[src/design/mag_min_max_calibrate_correct_assert.svh]
// Assertion macros for the magnetometer calibrate/correct block.
`ifndef MAG_MIN_MAX_CALIBRATE_CORRECT_ASSERT_SVH
`define MAG_MIN_MAX_CALIBRATE_CORRECT_ASSERT_SVH
`ifndef ASSERT_OFF
`define MMC_ASSERT_CLK(lbl, c, r, p, m) \
  lbl: assert property (@(posedge c) disable iff (!r) p) else $error(m);
`define MMC_ASSERT(lbl, p, m) `MMC_ASSERT_CLK(lbl, clk, rst_n, p, m)
`else
`define MMC_ASSERT_CLK(lbl, c, r, p, m)
`define MMC_ASSERT(lbl, p, m)
`endif
`endif

[src/design/mmc_pkg.sv]
// Shared types and constants for the magnetometer calibrate/correct block.
`default_nettype none
package mmc_pkg;
  typedef enum logic [1:0] {
    OP_SAMPLE = 2'd0,
    OP_START  = 2'd1,
    OP_END    = 2'd2,
    OP_UNUSED = 2'd3
  } op_t;

  typedef enum logic [2:0] {
    ST_IDLE,
    ST_DINIT,
    ST_DIV,
    ST_MINIT,
    ST_MUL,
    ST_OUT
  } state_t;

  localparam int SCALE_W   = 18;
  localparam int OUT_W     = 24;
  localparam int CNT_W     = 5;
  localparam int ITER_LAST = SCALE_W - 1;
  localparam int CAL_START = 30000;

  localparam int BIAS_RST  [3] = '{-55411, -70762, -43649};
  localparam int SCALE_RST [3] = '{62266, 68220, 66410};
endpackage
`default_nettype wire

[src/design/mag_min_max_calibrate_correct.sv]
// Top level: magnetometer min/max calibration and hard/soft-iron correction.
`default_nettype none
// Takes raw three-axis samples or start/end calibration events on the in_ stream
// and returns one corrected Q16.8 triple per valid (not all-zero) sample. Each
// item is worked one at a time: a plain sample passes an accept step, a setup
// step, a bit-serial multiply and an output step; the sample that closes
// calibration adds a setup step and a restoring divider that forms the new
// scales. The multiply and divide run one scale bit per cycle, the three axes
// side by side, so the scale width sets how many steps each takes. Events and
// all-zero samples finish in their accept cycle. A finished result waits in
// the output register while the next request is taken.
module mag_min_max_calibrate_correct
  import mmc_pkg::*;
#(
  parameter int SAMPLE_BITS = 16
) (
  input  wire logic clk,
  input  wire logic rst_n,
  input  wire logic in_tvalid,
  output logic      in_tready,
  // low to high: mag_x, mag_y, mag_z, zero fill
  input  wire logic [((3*SAMPLE_BITS+7)/8)*8-1:0] in_tdata,
  // operation
  input  wire logic [1:0] in_tuser,
  output logic      out_tvalid,
  input  wire logic out_tready,
  // low to high: corrected_x, corrected_y, corrected_z
  output logic [3*OUT_W-1:0] out_tdata,
  // calibration_finished
  output logic      out_tuser
);
  localparam int MW   = (SAMPLE_BITS > 16) ? SAMPLE_BITS : 16; // min/max width
  localparam int BW   = MW + 9;          // bias width
  localparam int DW   = MW + 10;         // raw*256 - bias
  localparam int PW   = DW + SCALE_W;    // product
  localparam int DIFW = MW + 1;          // max - min
  localparam int SW   = MW + 3;          // sum of diameters, 3*diameter
  localparam int NW   = MW + 21;         // divider remainder

  state_t state_r, state_nxt;

  logic signed [SAMPLE_BITS-1:0] raw_in [3];
  logic signed [SAMPLE_BITS-1:0] raw_r  [3];
  logic signed [MW-1:0]   min_r [3];
  logic signed [MW-1:0]   max_r [3];
  logic signed [BW-1:0]   bias_r [3];
  logic [SCALE_W-1:0]     scale_r [3];
  logic [SCALE_W-1:0]     q_r [3];
  logic [NW-1:0]          rem_r [3];
  logic [SW-1:0]          d3_r [3];
  logic                   dz_r [3];
  logic                   ovf_r [3];
  logic signed [DW-1:0]   dif_r [3];
  logic signed [PW-1:0]   acc_r [3];
  logic [CNT_W-1:0]       cnt_r;
  logic                   calib_r, pend_r, fin_r;
  logic                   out_valid_r;
  logic [3*OUT_W-1:0]     out_data_r;
  logic                   out_user_r;

  logic in_acc, nonzero, out_free;
  logic [DIFW-1:0] diam [3];
  logic [SW-1:0]   diam_sum;
  logic [OUT_W-1:0] corr [3];

  assign in_acc   = in_tvalid && in_tready;
  assign out_free = !out_valid_r || out_tready;
  assign in_tready = (state_r == ST_IDLE);

  always_comb begin
    for (int i = 0; i < 3; i++) begin
      raw_in[i] = $signed(in_tdata[i*SAMPLE_BITS +: SAMPLE_BITS]);
    end
  end
  assign nonzero = (raw_in[0] != '0) || (raw_in[1] != '0) || (raw_in[2] != '0);

  // diameters from the already updated min/max
  always_comb begin
    diam_sum = '0;
    for (int i = 0; i < 3; i++) begin
      diam[i] = DIFW'($signed(DIFW'(max_r[i])) - $signed(DIFW'(min_r[i])));
      diam_sum = diam_sum + SW'(diam[i]);
    end
  end

  // round half up and saturate to Q16.8
  always_comb begin
    logic signed [PW-1:0]    t;
    logic signed [PW-17:0]   r;
    for (int i = 0; i < 3; i++) begin
      t = acc_r[i] + PW'(32768);
      r = (PW-16)'(t >>> 16);
      if (r > $signed((PW-16)'(8388607))) corr[i] = 24'h7FFFFF;
      else if (r < -$signed((PW-16)'(8388608))) corr[i] = 24'h800000;
      else corr[i] = r[OUT_W-1:0];
    end
  end

  always_ff @(posedge clk) begin
    if (!rst_n) state_r <= ST_IDLE;
    else state_r <= state_nxt;
  end

  always_comb begin
    state_nxt = state_r;
    case (state_r)
      ST_IDLE: begin
        if (in_acc && (op_t'(in_tuser) == OP_SAMPLE) && nonzero)
          state_nxt = (calib_r && pend_r) ? ST_DINIT : ST_MINIT;
      end
      ST_DINIT: state_nxt = ST_DIV;
      ST_DIV:   if (cnt_r == '0) state_nxt = ST_MINIT;
      ST_MINIT: state_nxt = ST_MUL;
      ST_MUL:   if (cnt_r == '0) state_nxt = ST_OUT;
      ST_OUT:   if (out_free) state_nxt = ST_IDLE;
      default:  state_nxt = ST_IDLE;
    endcase
  end

  // control flags, calibration state and output valid
  always_ff @(posedge clk) begin
    if (!rst_n) begin
      calib_r <= 1'b0;
      pend_r <= 1'b0;
      fin_r <= 1'b0;
      out_valid_r <= 1'b0;
      for (int i = 0; i < 3; i++) begin
        min_r[i] <= '0;
        max_r[i] <= '0;
        bias_r[i] <= BW'(BIAS_RST[i]);
        scale_r[i] <= SCALE_W'(SCALE_RST[i]);
      end
    end else begin
      if (state_r == ST_OUT && out_free) out_valid_r <= 1'b1;
      else if (out_tready) out_valid_r <= 1'b0;
      case (state_r)
        ST_IDLE: begin
          if (in_acc) begin
            case (op_t'(in_tuser))
              OP_START: begin
                calib_r <= 1'b1;
                for (int i = 0; i < 3; i++) begin
                  min_r[i] <= MW'(CAL_START);
                  max_r[i] <= -MW'(CAL_START);
                end
              end
              OP_END: pend_r <= 1'b1;
              OP_SAMPLE: begin
                if (nonzero) begin
                  fin_r <= calib_r && pend_r;
                  if (calib_r) begin
                    for (int i = 0; i < 3; i++) begin
                      if (MW'(raw_in[i]) > max_r[i]) max_r[i] <= MW'(raw_in[i]);
                      if (MW'(raw_in[i]) < min_r[i]) min_r[i] <= MW'(raw_in[i]);
                    end
                  end
                end
              end
              default: ;
            endcase
          end
        end
        ST_DINIT: begin
          for (int i = 0; i < 3; i++)
            bias_r[i] <= (BW'(max_r[i]) + BW'(min_r[i])) <<< 7;
        end
        ST_DIV: begin
          if (cnt_r == '0) begin
            calib_r <= 1'b0;
            pend_r <= 1'b0;
            for (int i = 0; i < 3; i++)
              scale_r[i] <= (dz_r[i] || ovf_r[i]) ? '1 :
                {q_r[i][SCALE_W-2:0], (rem_r[i] >= NW'(d3_r[i]))};
          end
        end
        default: ;
      endcase
    end
  end

  // datapath: sample capture, serial divider and serial multiplier (one bit per cycle), output register
  always_ff @(posedge clk) begin
    logic [NW-1:0] trial;
    case (state_r)
      ST_IDLE: begin
        if (in_acc)
          for (int i = 0; i < 3; i++) raw_r[i] <= raw_in[i];
      end
      ST_DINIT: begin
        cnt_r <= CNT_W'(ITER_LAST);
        for (int i = 0; i < 3; i++) begin
          rem_r[i] <= NW'(diam_sum) << 16;
          d3_r[i] <= SW'(diam[i]) * SW'(3);
          dz_r[i] <= (diam[i] == '0);
        end
      end
      ST_DIV: begin
        cnt_r <= cnt_r - 1'b1;
        for (int i = 0; i < 3; i++) begin
          if (cnt_r == CNT_W'(ITER_LAST))
            ovf_r[i] <= rem_r[i] >= (NW'(d3_r[i]) << SCALE_W);
          trial = NW'(d3_r[i]) << cnt_r;
          if (rem_r[i] >= trial) begin
            rem_r[i] <= rem_r[i] - trial;
            q_r[i] <= {q_r[i][SCALE_W-2:0], 1'b1};
          end else begin
            q_r[i] <= {q_r[i][SCALE_W-2:0], 1'b0};
          end
        end
      end
      ST_MINIT: begin
        cnt_r <= CNT_W'(ITER_LAST);
        for (int i = 0; i < 3; i++) begin
          dif_r[i] <= (DW'(raw_r[i]) <<< 8) - DW'(bias_r[i]);
          acc_r[i] <= '0;
        end
      end
      ST_MUL: begin
        cnt_r <= cnt_r - 1'b1;
        for (int i = 0; i < 3; i++)
          acc_r[i] <= (acc_r[i] <<< 1) + (scale_r[i][cnt_r] ? PW'(dif_r[i]) : '0);
      end
      ST_OUT: begin
        if (out_free) begin
          out_data_r <= {corr[2], corr[1], corr[0]};
          out_user_r <= fin_r;
        end
      end
      default: ;
    endcase
  end

  assign out_tvalid = out_valid_r;
  assign out_tdata  = out_data_r;
  assign out_tuser  = out_user_r;

`include "mag_min_max_calibrate_correct_assert.svh"
  `MMC_ASSERT(a_out_hold, out_tvalid && !out_tready |=> $stable(out_tdata), "output changed")
  `MMC_ASSERT(a_div_flags, state_r == ST_DIV |-> calib_r && pend_r, "divide without close")
  `MMC_ASSERT(a_busy, state_r != ST_IDLE |=> !$rose(calib_r), "start taken while busy")
endmodule
`default_nettype wire
[config.mk]
export PLATFORM = sky130hd
export DESIGN_NAME = mag_min_max_calibrate_correct
export DESIGN_NICKNAME = d
export VERILOG_FILES = /design/src/design/mmc_pkg.sv /design/src/design/mag_min_max_calibrate_correct.sv
export VERILOG_INCLUDE_DIRS = /design/src /design/src/design
export SDC_FILE = /design/constraint.sdc
export NUM_CORES = 2
export LEC_CHECK = 0
export BUFFER_PORTS_ARGS = -buffer_cell sky130_fd_sc_hd__clkbuf_2
export CAP_MARGIN = 20
export CORE_MARGIN = 10
export CORE_UTILIZATION = 65
export CTS_BUF_LIST = sky130_fd_sc_hd__clkbuf_8
export DETAILED_ROUTE_END_ITERATION = 8
export PLACE_DENSITY = 0.82
export SYNTH_ARGS = -nofsm -noshare
export SYNTH_HDL_FRONTEND = slang
export SYNTH_SLANG_ARGS = --single-unit
[constraint.sdc]
create_clock -name clk -period 12.4 [get_ports clk]
set_input_delay 2.48 -clock clk [delete_from_list [all_inputs] [get_ports clk]]
set_output_delay 2.48 -clock clk [all_outputs]
set_load 0.01 [all_outputs]
==> After elaboration in Yosys (flattened, before gate mapping) <==
Memories as Yosys holds them, arrays and structs flattened.
Cells that the tools add are included.
{ "classes": {"n_mul": 3, "mux": 148, "eq_ne": 15, "addsub": 21, "n_reduce_logical": 31, "shifts": 3, "n_bitwise": 27, "order_cmp": 22} }
{ "ops": {"columns": ["op", "n"], "rows": [
  ["$mux 44", 6],
  ["$ge 37x37->1", 6],
  ["$mux 16", 12],
  ["$mux 18", 9],
  ["$add 44x17->44 const B", 3],
  ["$add 44x44->44", 3],
  ["$ge 37x19->1", 3],
  ["$mux 37", 3],
  ["$shl 19x5->37", 3],
  ["$sub 37x37->37", 3],
  ["$mux 1", 100],
  ["$gt 28x24->1 const B", 3],
  ["$lt 28x24->1 const B", 3],
  ["$sub 24x25->26", 3],
  ["$mux 25", 3],
  ["$mux 24", 3],
  ["$mul 17x2->19 const B", 3],
  ["$add 16x16->17", 3],
  ["$logic_not 17->1", 3],
  ["$sub 16x16->17", 3],
  ["$gt 16x16->1", 3],
  ["$lt 16x16->1", 3],
  ["$reduce_bool 16->1", 3],
  ["$or 1x1->1", 27],
  ["other kinds (28)", 56]
]} }
{ "word_totals": {"regBits": 85, "ramBits": 711, "input_bits": 54, "out_inout_bits": 75, "memories": 12} }
{ "mem_list": {"columns": ["memory", "words", "width", "read_ports", "rd_clocked_by_memory_dff", "write_ports", "line_no", "text"], "rows": [
  ["acc_r", 3, 44, 3, 0, 3, "mag_min_max_calibrate_correct.sv:54", "logic signed [PW-1:0] acc_r [3];"],
  ["rem_r", 3, 37, 3, 0, 3, "mag_min_max_calibrate_correct.sv:49", "logic [NW-1:0] rem_r [3];"],
  ["dif_r", 3, 26, 3, 0, 3, "mag_min_max_calibrate_correct.sv:53", "logic signed [DW-1:0] dif_r [3];"],
  ["bias_r", 3, 25, 3, 0, 3, "mag_min_max_calibrate_correct.sv:46", "logic signed [BW-1:0] bias_r [3];"],
  ["d3_r", 3, 19, 3, 0, 3, "mag_min_max_calibrate_correct.sv:50", "logic [SW-1:0] d3_r [3];"],
  ["q_r", 3, 18, 3, 0, 3, "mag_min_max_calibrate_correct.sv:48", "logic [SCALE_W-1:0] q_r [3];"],
  ["6 more memories", null, null, null, null, null, null, null]
]} }

==> Logic depth before layout (Yosys ltp) <==
{ "depth": {"word_depth": 10, "ltp_mapped": 27} }

==> Worst setup path after synthesis <==
Ideal clock, no wire load.
{ "synth_path": {"path_type": "reg2reg", "startpoint": "register state_r[1]", "endpoint": "memory acc_r[0][0] in the netlist's numbering, enable pin", "arrival_time_ps": 9936, "path_stages_with_launch": 4, "slack_ps": 1660, "period_less_slack_ps": 10740, "path_cell_list": "dfxtp_1 > clkbuf_1 > nand2_1 > o21ai_0"} }
{ "synth_lines": {"columns": ["item", "line_no", "text"], "rows": [
  ["start, declared", "mag_min_max_calibrate_correct.sv:40", "state_t state_r, state_nxt;"],
  ["start signal, assigned", "mag_min_max_calibrate_correct.sv:101", "else state_r <= state_nxt;"],
  ["end, declared", "mag_min_max_calibrate_correct.sv:54", null]
]} }

==> key figures <==
GRT
  – Vias in the first global route: 45928
  – Largest net degree at the start of global routing: 98
  – Global-route wire length before repair: 267 mm
  – GRT overflow: 0
  – Initial antenna violation count: 13
  – Total track usage: 33.1%

CTS
  – Cts repair resizes: 0
  – Hold buffer count at CTS: 0
  – Total CTS buffers: 132
  – CTS Sinks: 749
  – Clock transition at path regs: 60 ps
  – Postcts setup bufs: 0
  – Root buffer cell: clkbuf_8
  – Longest Clk Path Bufs: 3
  – Max H-tree Level: 4
  – CTS tree: built
  – Clk_lat worst skew: 860 ps

Timing
  – Clock Skew: 49.5 ps
  – Fmax: 0.128 GHz
  – Min Tclk post-route: 7790 ps
  – Relative slew margins: 8.48%
  – Least-Margin Pin Slew: 1360 ps
  – Setup_tns: 0 ps
  – Max-slew violations: 0
  – Setup Viol. Count Final: 0
  – Final period util: 62.8%
  – RSZ-0062 raised after global routing: false
  – Fin. Hold Viols: 0

Synthesis
  – Post-Synthesis Cells: 6094
  – Synth unique cells: 96
  – Area contributors post-synth: edfxtp_1 (38%), ha_1 (15%), xnor2_1 (4.0%), a21oi_1 (3.6%), a21o_1 (3.3%)
  – Top-count cell post-synth: edfxtp_1
  – Biggest area consumer among synthesized cells: edfxtp_1
  – Ys async rst share: 0%
  – Post-Synthesis Cell Area: 59000 µm²
  – Post-synth EDFFs: 741
  – Mean Syn Cell Area: 9.68 µm²
  – Post-synthesis sequential area ratio: 38.0%
  – Dominant synthesized flop cell: edfxtp_1
  – Syn_nets: 6863
  – Synth Warn #: 0
  – Yosys reg bits: 749
  – Most frequent cells after synthesis: edfxtp_1 (741), ha_1 (686), nor2_1 (523)
  – Post-synth top area share: 37.7%

Status
  – Status: finished clean

Placed design
  – Placed Cells: 7255
  – Hpwl dp: 135 mm
  – IO buf count: 128
  – RD Place Congestion: 1.05

Worst setup path
  – Worst setup SP type: flop
  – Max FO, Critical Path: 60
  – WP data arrival: 8380 ps
  – Slowest stage delay, CP: 730 ps
  – WP data required: 12990 ps
  – WS Path Type: reg -> reg
  – Crit path cell chain: buf_4 -> clkinv_1 -> mux4_2 -> o21ai_0 -> o21ai_0 -> inv_1 -> nand2_1 -> ha_1 -> a21oi_1 -> o21ai_0 -> a32oi_1 -> a41oi_1 -> a21oi_1 -> a21oi_1 -> a31oi_1 -> a21oi_1 -> nor2_4 -> buf_4 -> buf_4 -> mux2_1
  – Critical path's slowest cell: buf_4
  – Crit path capture type: flop
  – Worst path most repeated cell: a21oi_1

Floorplanning
  – CORE AREA: 90000 µm²
  – # rows: 110
  – IO Pins: 129
  – Die Span X: 321 µm
  – Initial Util: 65.5%
  – Floorplan die height: 321 µm
  – DIE AREA: 103000 µm²

Route
  – WL met2: 78.2 mm
  – DRC viols: 0
  – Final ANT Viol Nets: 0
  – Via/cell ratio: 6.46
  – Detailed Routing Iterations Pass 1: 6
  – DRT Wirelength: 176 mm
  – Via Count: 48479
  – Drt initial violations: 6089
  – Routed wl met3: 16.8 mm
  – Met1 wire length: 73.8 mm
  – Wire per inst: 23.4 µm
  – Top layer in use: met4

Worst hold path
  – HP Class: reg -> reg

Power
  – VDD IR max: 0.468 mV
  – PwrDens: 296 nW/µm²
  – Pwr Total: 18.8 mW
  – Leak: 27.1 nW

Finish
  – Non-filler cells, final: 7506
  – Filler cells: 6754
  – Nets: 6986
  – Area grow syn2layout: 7.52%
  – Layout cells sized above 1: 7.79%

Flow run
  – Max Cap Viol: 0
routing by layer:
metal	track usage [%]	vias to the layer above
met5	0	-
met4	13.0	0
met3	6.14	365
met2	51.5	2393
met1	45.4	23055
li1	-	22666
through the flow:
step,util [%],hold WS [ps],area (µm²),worst slack (ps)
after floorplan,-,408,59000,1660
after global placement,67.5,422,60700,4860
after detailed placement,67.5,425,60800,4770
after CTS,70.4,439,63300,4790
after global routing,70.4,455,63400,4150
final,70.4,443,63400,4610
power breakdown:
part	switching, mW	internal [mW]
sequential	0.667	3.91
combinational	7.34	4.53
clock	1.11	1.21
cells in the final DEF (no fill, tap or decap), drive strengths merged, types with 20 or more instances in the layout:
master   count
o21a        53
nor2b      135
a21boi      21
edfxtp     741
or2         20
fa          29
a211oi      48
buf         57
a31oi       49
o31ai       24
a21oi      432
nor4        57
inv        471
a21o       262
nand2b      74
and2        86
o21bai      71
and3        92
mux2        49
mux2i       63
a2111oi     22
xor2       154
xnor2      271
nor3       114
nand2      403
a22oi       33
o211ai      28
ha         686
o21ai      355
nor2       524
nand4       86
mux4        36
clkinv      50
or3         52
clkbuf     263
nand3      137
registers in the layout, summed over array words and instances, names as in the netlist:
register / flops
dif_r: 58
max_r: 48
bias_r: 52
acc_r: 131
ovf_r: 3
fin_r: 1
q_r: 51
dz_r: 3
d3_r: 57
calib_r: 1
out_tvalid: 1
rem_r: 111
state_r: 3
min_r: 48
pend_r: 1
cnt_r: 5
scale_r: 54
out_tdata: 72
out_tuser: 1
raw_r: 48
layout make-up:
type | count | area [µm²] | area share, %
diodes | 12 | 30.0 | 0.0474
clock buffers | 135 | 1860 | 2.93
clock inverters | 100 | 714 | 1.13
inverters | 434 | 1630 | 2.57
multi-input cells | 4715 | 34200 | 54.0
flip-flops and latches | 749 | 22400 | 35.3
well taps | 1176 | 1470 | 2.32
repair buffers | 185 | 1080 | 1.70
logic make-up (layout without fill, tap and decap cells):
group / after synthesis / after routing / share of synthesized area [%]
fa+ha+maj: 715 / 715 / 15.5
compound gates: 1572 / 1572 / 17.1
flops: 749 / 749 / 38.0
mux: 148 / 148 / 3.38
buf+inv: 630 / 854 / 4.14
other cells: 0 / 12 / 0
xor+xnor: 425 / 425 / 6.31
simple gates: 1855 / 1855 / 15.5
worst paths after layout:
| check | start | to | slack (ps) | depth (start not counted) |
|---|---|---|---|---|
| hold / removal | q_r[0][0]$_DFFE_PP_ | q_r[0][1]$_DFFE_PP_ | 440 | 0 |
| hold reg to reg | q_r[0][0]$_DFFE_PP_ | q_r[0][1]$_DFFE_PP_ | 440 | 0 |
| setup reg to reg | cnt_r[1]$_SDFFCE_PN0P_ | rem_r[0][91]$_DFFE_PP_ | 4610 | 20 |
| setup / recovery | cnt_r[1]$_SDFFCE_PN0P_ | rem_r[0][91]$_DFFE_PP_ | 4610 | 20 |
critical path, delay by kind of cell, from the launching register on:
family | cells | cell delay (ps)
AND/OR/NAND/NOR | 2 | 730
AO/OA/AOI/OAI | 10 | 2490
buffers and inverters | 5 | 2440
adder cells (fa/ha/maj) | 1 | 400
flip-flops | 1 | 330
multiplexers | 2 | 1040
(Power assumes the default switching activity.)
